File: config.mk
export PLATFORM = sky130hd
export DESIGN_NAME = best_fit_heap_allocator
export DESIGN_NICKNAME = d
export VERILOG_FILES = /design/src/design/bfha_pkg.sv /design/src/design/best_fit_heap_allocator.sv
export SDC_FILE = /design/constraint.sdc
export NUM_CORES = 2
export LEC_CHECK = 0
export BUFFER_PORTS_ARGS = -buffer_cell sky130_fd_sc_hd__buf_2
export CAP_MARGIN = 15
export CORE_MARGIN = 4
export CORE_UTILIZATION = 34
export CTS_CLUSTER_SIZE = 28
export DETAILED_ROUTE_END_ITERATION = 6
export GPL_ROUTABILITY_DRIVEN = 0
export SLEW_MARGIN = 20
export SYNTH_ARGS = -nofsm -noshare
export SYNTH_HDL_FRONTEND = slang
export SYNTH_SLANG_ARGS = --single-unit
File: constraint.sdc
create_clock -name clk -period 7.03 [get_ports clk]
set_input_delay 1.406 -clock clk [delete_from_list [all_inputs] [get_ports clk]]
set_output_delay 1.406 -clock clk [all_outputs]
set_load 0.01 [all_outputs]
File: src/design/bfha_pkg.sv
`default_nettype none
package bfha_pkg;
	localparam int HeapBytes = 65536;
	localparam int HeaderBytes = 16;
	localparam int MinSplitBytes = 16;
	localparam int MaxBlocks = 64;
	localparam int IdxW = $clog2(MaxBlocks);
	localparam int CntW = $clog2(MaxBlocks + 1);

	localparam logic [1:0] StDone = 2'd0;
	localparam logic [1:0] StAllocFail = 2'd1;
	localparam logic [1:0] StBadFree = 2'd2;

	localparam logic OpAlloc = 1'b0;
	localparam logic OpFree = 1'b1;

	typedef struct packed {
		logic [31:0] free_total;
		logic [31:0] alloc_total;
		logic [16:0] unused_bytes;
		logic [16:0] used_bytes;
		logic [1:0]  status;
		logic [15:0] result_offset;
	} result_t;
endpackage
`default_nettype wire

File: src/design/best_fit_heap_allocator.sv
// Best-fit heap allocator over a 64 KiB heap, tracked in a 64-entry block table.
// Input beat (s_axis): tdata = {payload_offset, request_size, opcode}, opcode in bit 0.
//   opcode 0 allocates request_size bytes (rounded up to 8), opcode 1 frees a payload
//   offset. One result beat (m_axis) follows every input beat, carrying the result
//   offset, status and the running byte and call statistics.
// The block takes one request at a time: s_axis_tready is low from acceptance until
// the result has been taken on m_axis. A request walks the table one entry per cycle
// through a registered table read port on a single compare/add datapath:
//   allocate: a search pass and a decide step, plus a shift pass when the chosen
//     block is split; a zero size goes straight to the result as an allocation failure.
//   free: a search pass, a decide step, then a merge pass that compacts the table in
//     one sweep.
// Reset (arst_n low) zeroes the call counts and sets the byte counts to one free block;
// S_INIT then writes that block, covering the heap, into entry 0 with s_axis_tready low.
// The result is held in the output register while m_axis_tready is low.
`default_nettype none
module best_fit_heap_allocator
	import bfha_pkg::*;
(
	input  wire logic        clk,
	input  wire logic        arst_n,
	input  wire logic        s_axis_tvalid,
	output logic             s_axis_tready,
	input  wire logic [39:0] s_axis_tdata,  // opcode[0], request_size[17:1], payload_offset[33:18]
	output logic             m_axis_tvalid,
	input  wire logic        m_axis_tready,
	output logic [119:0]     m_axis_tdata   // result_offset, status, used_bytes, unused_bytes,
	                                        // alloc_total, free_total
);
	typedef enum logic [2:0] {
		S_INIT, S_IDLE, S_SCAN, S_DECIDE, S_SHIFT, S_MERGE, S_OUT
	} state_t;

	logic [15:0] start_mem [MaxBlocks];
	logic [16:0] pay_mem [MaxBlocks];
	logic        free_mem [MaxBlocks];

	state_t       state_q;
	logic         op_q;
	logic [17:0]  need_q;
	logic [15:0]  off_q;
	logic [CntW-1:0] count_q;
	logic [CntW-1:0] i_q;
	logic [CntW-1:0] j_q;
	logic         found_q;
	logic [IdxW-1:0] best_q;
	logic [16:0]  best_pay_q;
	logic [15:0]  best_start_q;
	logic [16:0]  used_q, unused_q;
	logic [31:0]  alloc_q, free_q;
	logic [15:0]  res_off_q;
	logic [1:0]   status_q;
	logic         acc_free_q;
	logic [15:0]  acc_start_q;
	logic [16:0]  acc_pay_q;
	logic         acc_valid_q;
	logic         rd_ok_q;
	logic [IdxW-1:0] rd_idx_q;
	logic [15:0]  rd_start_q;
	logic [16:0]  rd_pay_q;
	logic         rd_free_q;

	logic [16:0] req_size;
	logic [17:0] need_rnd;
	logic [IdxW-1:0] i_idx;
	logic [17:0] split_lim;
	logic [16:0] sz;
	logic [CntW-1:0] best_nx;
	logic        do_split;
	logic        merge_hit;
	logic        issue;
	logic [IdxW-1:0] rd_addr;
	logic        we_start, we_pay, we_free;
	logic [IdxW-1:0] waddr;
	logic [15:0] wstart;
	logic [16:0] wpay;
	logic        wfree;

	assign req_size  = s_axis_tdata[17:1];
	assign need_rnd  = ({1'b0, req_size} + 18'd7) & ~18'd7;
	assign i_idx     = i_q[IdxW-1:0];
	assign split_lim = need_q + 18'(HeaderBytes + MinSplitBytes);
	assign sz        = best_pay_q + 17'(HeaderBytes);
	assign best_nx   = CntW'(best_q) + CntW'(1);
	assign do_split  = ({1'b0, best_pay_q} >= split_lim) && (count_q < CntW'(MaxBlocks));
	assign merge_hit = acc_valid_q && acc_free_q && rd_free_q;

	assign s_axis_tready = (state_q == S_IDLE);
	assign m_axis_tvalid = (state_q == S_OUT);
	assign m_axis_tdata  = {4'd0, free_q, alloc_q, unused_q, used_q, status_q, res_off_q};

	// Table read address and the single write port.
	always_comb begin
		issue    = 1'b0;
		rd_addr  = i_idx;
		we_start = 1'b0;
		we_pay   = 1'b0;
		we_free  = 1'b0;
		waddr    = '0;
		wstart   = '0;
		wpay     = '0;
		wfree    = 1'b0;
		case (state_q)
			S_INIT: begin
				we_start = 1'b1;
				we_pay   = 1'b1;
				we_free  = 1'b1;
				wpay     = 17'(HeapBytes - HeaderBytes);
				wfree    = 1'b1;
			end
			S_SCAN: begin
				issue = (i_q != count_q) && !(op_q == OpFree && found_q);
			end
			S_DECIDE: begin
				if (found_q) begin
					waddr   = best_q;
					we_free = 1'b1;
					wfree   = (op_q == OpFree);
					if (op_q == OpAlloc && do_split) begin
						we_pay = 1'b1;
						wpay   = need_q[16:0];
					end
				end
			end
			S_SHIFT: begin
				// Read one below, write it back one above on the next cycle.
				issue   = (i_q != best_nx);
				rd_addr = i_idx - IdxW'(1);
				if (rd_ok_q) begin
					waddr    = rd_idx_q + IdxW'(1);
					we_start = 1'b1;
					we_pay   = 1'b1;
					we_free  = 1'b1;
					wstart   = rd_start_q;
					wpay     = rd_pay_q;
					wfree    = rd_free_q;
				end else if (!issue) begin
					waddr    = best_nx[IdxW-1:0];
					we_start = 1'b1;
					we_pay   = 1'b1;
					we_free  = 1'b1;
					wstart   = best_start_q + 16'(HeaderBytes) + need_q[15:0];
					wpay     = best_pay_q - need_q[16:0] - 17'(HeaderBytes);
					wfree    = 1'b1;
				end
			end
			S_MERGE: begin
				issue  = (i_q != count_q);
				waddr  = j_q[IdxW-1:0];
				wstart = acc_start_q;
				wpay   = acc_pay_q;
				wfree  = acc_free_q;
				if ((rd_ok_q && !merge_hit && acc_valid_q) ||
				    (!rd_ok_q && !issue && acc_valid_q)) begin
					we_start = 1'b1;
					we_pay   = 1'b1;
					we_free  = 1'b1;
				end
			end
			default: begin
			end
		endcase
	end

	always_ff @(posedge clk) begin
		if (we_start) start_mem[waddr] <= wstart;
		if (we_pay)   pay_mem[waddr]   <= wpay;
		if (we_free)  free_mem[waddr]  <= wfree;
		rd_start_q <= start_mem[rd_addr];
		rd_pay_q   <= pay_mem[rd_addr];
		rd_free_q  <= free_mem[rd_addr];
		rd_idx_q   <= rd_addr;
	end

	always_ff @(posedge clk or negedge arst_n) begin
		if (!arst_n) begin
			state_q   <= S_INIT;
			count_q   <= CntW'(1);
			used_q    <= 17'(HeaderBytes);
			unused_q  <= 17'(HeapBytes - HeaderBytes);
			alloc_q   <= '0;
			free_q    <= '0;
			rd_ok_q   <= 1'b0;
		end else begin
			rd_ok_q <= issue;
			case (state_q)
				S_INIT: begin
					state_q <= S_IDLE;
				end
				S_IDLE: begin
					if (s_axis_tvalid) begin
						op_q      <= s_axis_tdata[0];
						need_q    <= need_rnd;
						off_q     <= s_axis_tdata[33:18];
						i_q       <= '0;
						found_q   <= 1'b0;
						res_off_q <= '0;
						if (s_axis_tdata[0] == OpAlloc && req_size == '0) begin
							status_q <= StAllocFail;
							state_q  <= S_OUT;
						end else begin
							state_q <= S_SCAN;
						end
					end
				end
				S_SCAN: begin
					// One entry a cycle: best fit for allocate, exact match for free.
					if (issue) i_q <= i_q + CntW'(1);
					if (rd_ok_q) begin
						if (op_q == OpAlloc) begin
							if (rd_free_q && {1'b0, rd_pay_q} >= need_q &&
							    (!found_q || rd_pay_q < best_pay_q)) begin
								found_q      <= 1'b1;
								best_q       <= rd_idx_q;
								best_pay_q   <= rd_pay_q;
								best_start_q <= rd_start_q;
							end
						end else if (!found_q && !rd_free_q &&
						             rd_start_q + 16'(HeaderBytes) == off_q) begin
							found_q    <= 1'b1;
							best_q     <= rd_idx_q;
							best_pay_q <= rd_pay_q;
						end
					end else if (!issue) begin
						state_q <= S_DECIDE;
					end
				end
				S_DECIDE: begin
					if (!found_q) begin
						status_q <= (op_q == OpAlloc) ? StAllocFail : StBadFree;
						state_q  <= S_OUT;
					end else if (op_q == OpAlloc) begin
						status_q  <= StDone;
						alloc_q   <= alloc_q + 32'd1;
						res_off_q <= best_start_q + 16'(HeaderBytes);
						if (do_split) begin
							used_q   <= used_q + need_q[16:0] + 17'(HeaderBytes);
							unused_q <= unused_q - need_q[16:0] - 17'(HeaderBytes);
							i_q      <= count_q;
							state_q  <= S_SHIFT;
						end else begin
							used_q   <= used_q + sz;
							unused_q <= unused_q - sz;
							state_q  <= S_OUT;
						end
					end else begin
						status_q <= StDone;
						free_q   <= free_q + 32'd1;
						used_q   <= used_q - sz;
						unused_q <= unused_q + sz;
						i_q         <= '0;
						j_q         <= '0;
						acc_valid_q <= 1'b0;
						state_q     <= S_MERGE;
					end
				end
				S_SHIFT: begin
					// Move entries up from the top; drop the remainder in behind best.
					if (issue) i_q <= i_q - CntW'(1);
					if (!rd_ok_q && !issue) begin
						count_q <= count_q + CntW'(1);
						state_q <= S_OUT;
					end
				end
				S_MERGE: begin
					// Read at i, accumulate one block, write compacted entries at j.
					if (issue) i_q <= i_q + CntW'(1);
					if (rd_ok_q) begin
						if (merge_hit) begin
							acc_pay_q <= acc_pay_q + 17'(HeaderBytes) + rd_pay_q;
						end else begin
							if (acc_valid_q) j_q <= j_q + CntW'(1);
							acc_valid_q <= 1'b1;
							acc_start_q <= rd_start_q;
							acc_pay_q   <= rd_pay_q;
							acc_free_q  <= rd_free_q;
						end
					end else if (!issue) begin
						count_q <= j_q + CntW'(acc_valid_q);
						state_q <= S_OUT;
					end
				end
				S_OUT: begin
					if (m_axis_tready) state_q <= S_IDLE;
				end
				default: state_q <= S_IDLE;
			endcase
		end
	end
endmodule
`default_nettype wire

==> reports/summary.txt <==
Final-report hold violation count: 0
Met3 usage: 2.316%
Critical path launch point type: flip-flop
Asr flop ratio synth: 4.424%
Post-route ant nets: 0
Worst path slowest cell: dfrtp_1
Number of flops mapped to enable cells by yosys: 2315
Critical path class: reg2reg
CTS H-tree depth: 4
Total grt overflow: 0
Setup bufs post-CTS: 0
TritonCTS clock tree: built
Synth cell types: 90
Worst hold slack: 447.4 ps
DRC viols: 0
Syn Inst Count: 6397
Leak pwr: 41.30 nW
Port Buf Inserts: 155
Die area: 319800 µm²
Initial Util: 34.19%
Yosys warnings: 0
Via-to-Cell Ratio: 5.281
Unrepaired setup endpoints after global routing: no
Reg2Reg Depth: 9
Most used routing layer: met2
Syn_area_per_cell: 16.52 µm²
Die Wd: 565.5 µm
Syn-to-layout area delta: 14.29%
DPL Wire Length: 165.9 mm
Vias in the first global route: 58709
Initial antenna violation count: 8
Worst EP arrival: 5810 ps
Netlist Area Pre-Place: 105700 µm²
CTS Hold Bufs: 0
Max_cap viols: 0
CTS Buf Count: 244
Clock Latency Late Sink: 890 ps
Setup crit end kind: flip-flop
Via Count: 58506
Final period util: 74.38%
Met2 usage: 26.84%
Crit-path max FO: 26
Rows: 204
Tot GR Track Use: 16.42%
Critical Path RT: 7610 ps
Max clock buf depth: 4
Post_cts resized: 0
Routed WL per cell: 24.27 µm
Num ports: 166
Final setup fails: 0
Yosys top cell area share: 65.78%
Grt met1 use: 22.95%
Worst IR drop on VDD: 0.0004146 V
Status: finished, final reports clean
Biggest area consumer among synthesized cells: edfxtp_1
Count of state elements after synthesis: 2464
Power Dens Cells: 396.2 nW/µm²
HP Class: reg2reg
DRT iter0 DRCs: 5665
Core Region: 309100 µm²
Routed WL: 268.9 mm
Seq/Total Area, Yosys: 69.14%
Worst path cell trace: nor2b_1 -> nand2_1 -> inv_1 -> a222oi_1 -> o21ai_0 -> nor2_1 -> nand2_1 -> nor2_1 -> buf_4
Height of the chip: 565.5 µm
Router iterations before antenna repair: 6
Worst-Margin Slew: 1324 ps
Top cells by area, synth: edfxtp_1 66%, mux4_2 12%, ha_1 3.0%, nand2_1 2.5%, dfrtp_1 2.2%
Slew Limit Fails: 0
# clock sinks: 2464
Max-slew headroom: 11.73%
First-pass GRT wire length: 396.3 mm
Fmax achieved: 0.1912 GHz
Setup Total Neg Slack: 0 ps
Final clock skew: 54.43 ps
Largest stage delay, worst path: 750 ps
Nets: 7054
Ys flop type: edfxtp_1
CTS Root Cell: clkbuf_16
Layout cells sized above 1: 20.26%
Min Clock Period, post-route: 5229 ps
Largest net degree at the start of global routing: 141
Clk pin slew, worst setup/hold paths: 60 ps
Cells on Worst Hold Path: 0
==> sequential cells by signal, indices dropped and copies added (netlist names), 2 cells and up <==
register and count:
free_mem 64, unused_q 17, best_start_q 16, acc_pay_q 17, count_q 7, free_q 32, alloc_q 32, need_q 15
res_off_q 16, rd_pay_q 17, rd_start_q 16, start_mem 1024, best_pay_q 17, status_q 2, used_q 17, best_q 6
off_q 16, acc_start_q 16, state_q 3, rd_idx_q 6, j_q 7, i_q 7, pay_mem 1088
==> where the power goes <==
group,internal (mW),switching [mW],total (mW)
clock,7.23,5.51,12.7
sequential,17.7,0.699,18.4
combinational,6.50,10.2,16.7
==> worst max-delay path: cells and delay by family, from the launching register on <==
kind	cells	cell delay, ps
flip-flops	1	750
buffers and inverters	2	910
AND/OR/NAND/NOR	5	2420
AO/OA/AOI/OAI	2	830
==> final cells by class <==
class | count | area, µm²
inverters | 169 | 641.9
clock buffers | 308 | 6470
diodes | 5 | 12.51
repair buffers | 410 | 3020
clock inverters | 142 | 1252
fillers | 27973 | 188300
multi-input cells | 3461 | 31160
well taps | 4120 | 5155
flip-flops and latches | 2464 | 73060
==> Yosys cell counts, drive strengths merged (95+ instances only) <==
master / count
a21oi: 132
buf: 151
clkbuf: 155
dfrtp: 95
edfxtp: 2315
ha: 252
inv: 167
mux2i: 110
mux4: 544
nand2: 705
nand3: 236
nor2: 342
o21ai: 215
xnor2: 176
==> kinds of logic (layout without fill, tap and decap cells) <==
logic type	count (synthesis)	count (layout)	synth area share, %
flops	2464	2464	69.14
mux	660	660	12.70
xor+xnor	271	271	2.286
simple gates	1580	1580	6.656
fa+ha+maj	260	260	3.135
compound gates	686	686	4.239
other cells	1	9	0.003549
buf+inv	475	1029	1.841
==> metrics by stage <==
stage	setup slack [ps]	utilization, %	instance area (µm²)	total power, mW	std cells
floorplan	1170	-	105700	29.79	6400
global placement	1883	36.55	113000	35.27	10621
detailed placement	1861	36.56	113000	35.53	10622
CTS	1810	39.05	120700	48.28	11072
global route	1372	39.07	120800	50.12	11076
finish	1801	39.07	120800	47.86	11079
==> per-layer routing <==
metal / vias up / wire length, µm / part of all wire [%]
li1: 25727 / - / -
met1: 30372 / 115200 / 43
met2: 2014 / 128300 / 48
met3: 391 / 17810 / 6.6
met4: 2 / 7592 / 2.8
met5: - / 16 / 0.0059
==> layout by cell type, fill, tap and decap left out, types with 49 or more instances in the layout <==
| cell | Yosys | routed |
|---|---|---|
| o21ai_0 | 212 | 188 |
| xnor2_1 | 176 | 175 |
| xor2_1 | 92 | 90 |
| nand2_1 | 699 | 697 |
| mux2i_1 | 110 | 110 |
| ha_1 | 252 | 252 |
| a21oi_1 | 132 | 132 |
| nand3_1 | 235 | 235 |
| clkinv_2 | 0 | 50 |
| nor2_1 | 342 | 323 |
| nor3_1 | 63 | 62 |
| buf_2 | 100 | 154 |
| mux4_2 | 544 | 544 |
| dfrtp_1 | 95 | 94 |
| clkbuf_16 | 0 | 247 |
| clkinv_1 | 2 | 49 |
| inv_1 | 166 | 166 |
| clkbuf_1 | 155 | 55 |
| edfxtp_1 | 2315 | 2315 |
| buf_4 | 10 | 231 |
==> final timing paths <==
path	from	endpoint	slack, ps
min	rd_idx_q[5]$_DFF_P_	best_q[5]$_DFFE_PP_	450
max reg2reg	state_q[1]$_DFFE_PN0P_	start_mem[1][6]$_DFFE_PP_	1800
max	state_q[1]$_DFFE_PN0P_	start_mem[1][6]$_DFFE_PP_	1800
max in group asynchronous	arst_n	alloc_q[30]$_DFFE_PN0P_	5090
min reg2reg	rd_idx_q[5]$_DFF_P_	best_q[5]$_DFFE_PP_	450
min in group asynchronous	arst_n	unused_q[3]$_DFFE_PN0P_	590
(Power assumes the default switching activity.)
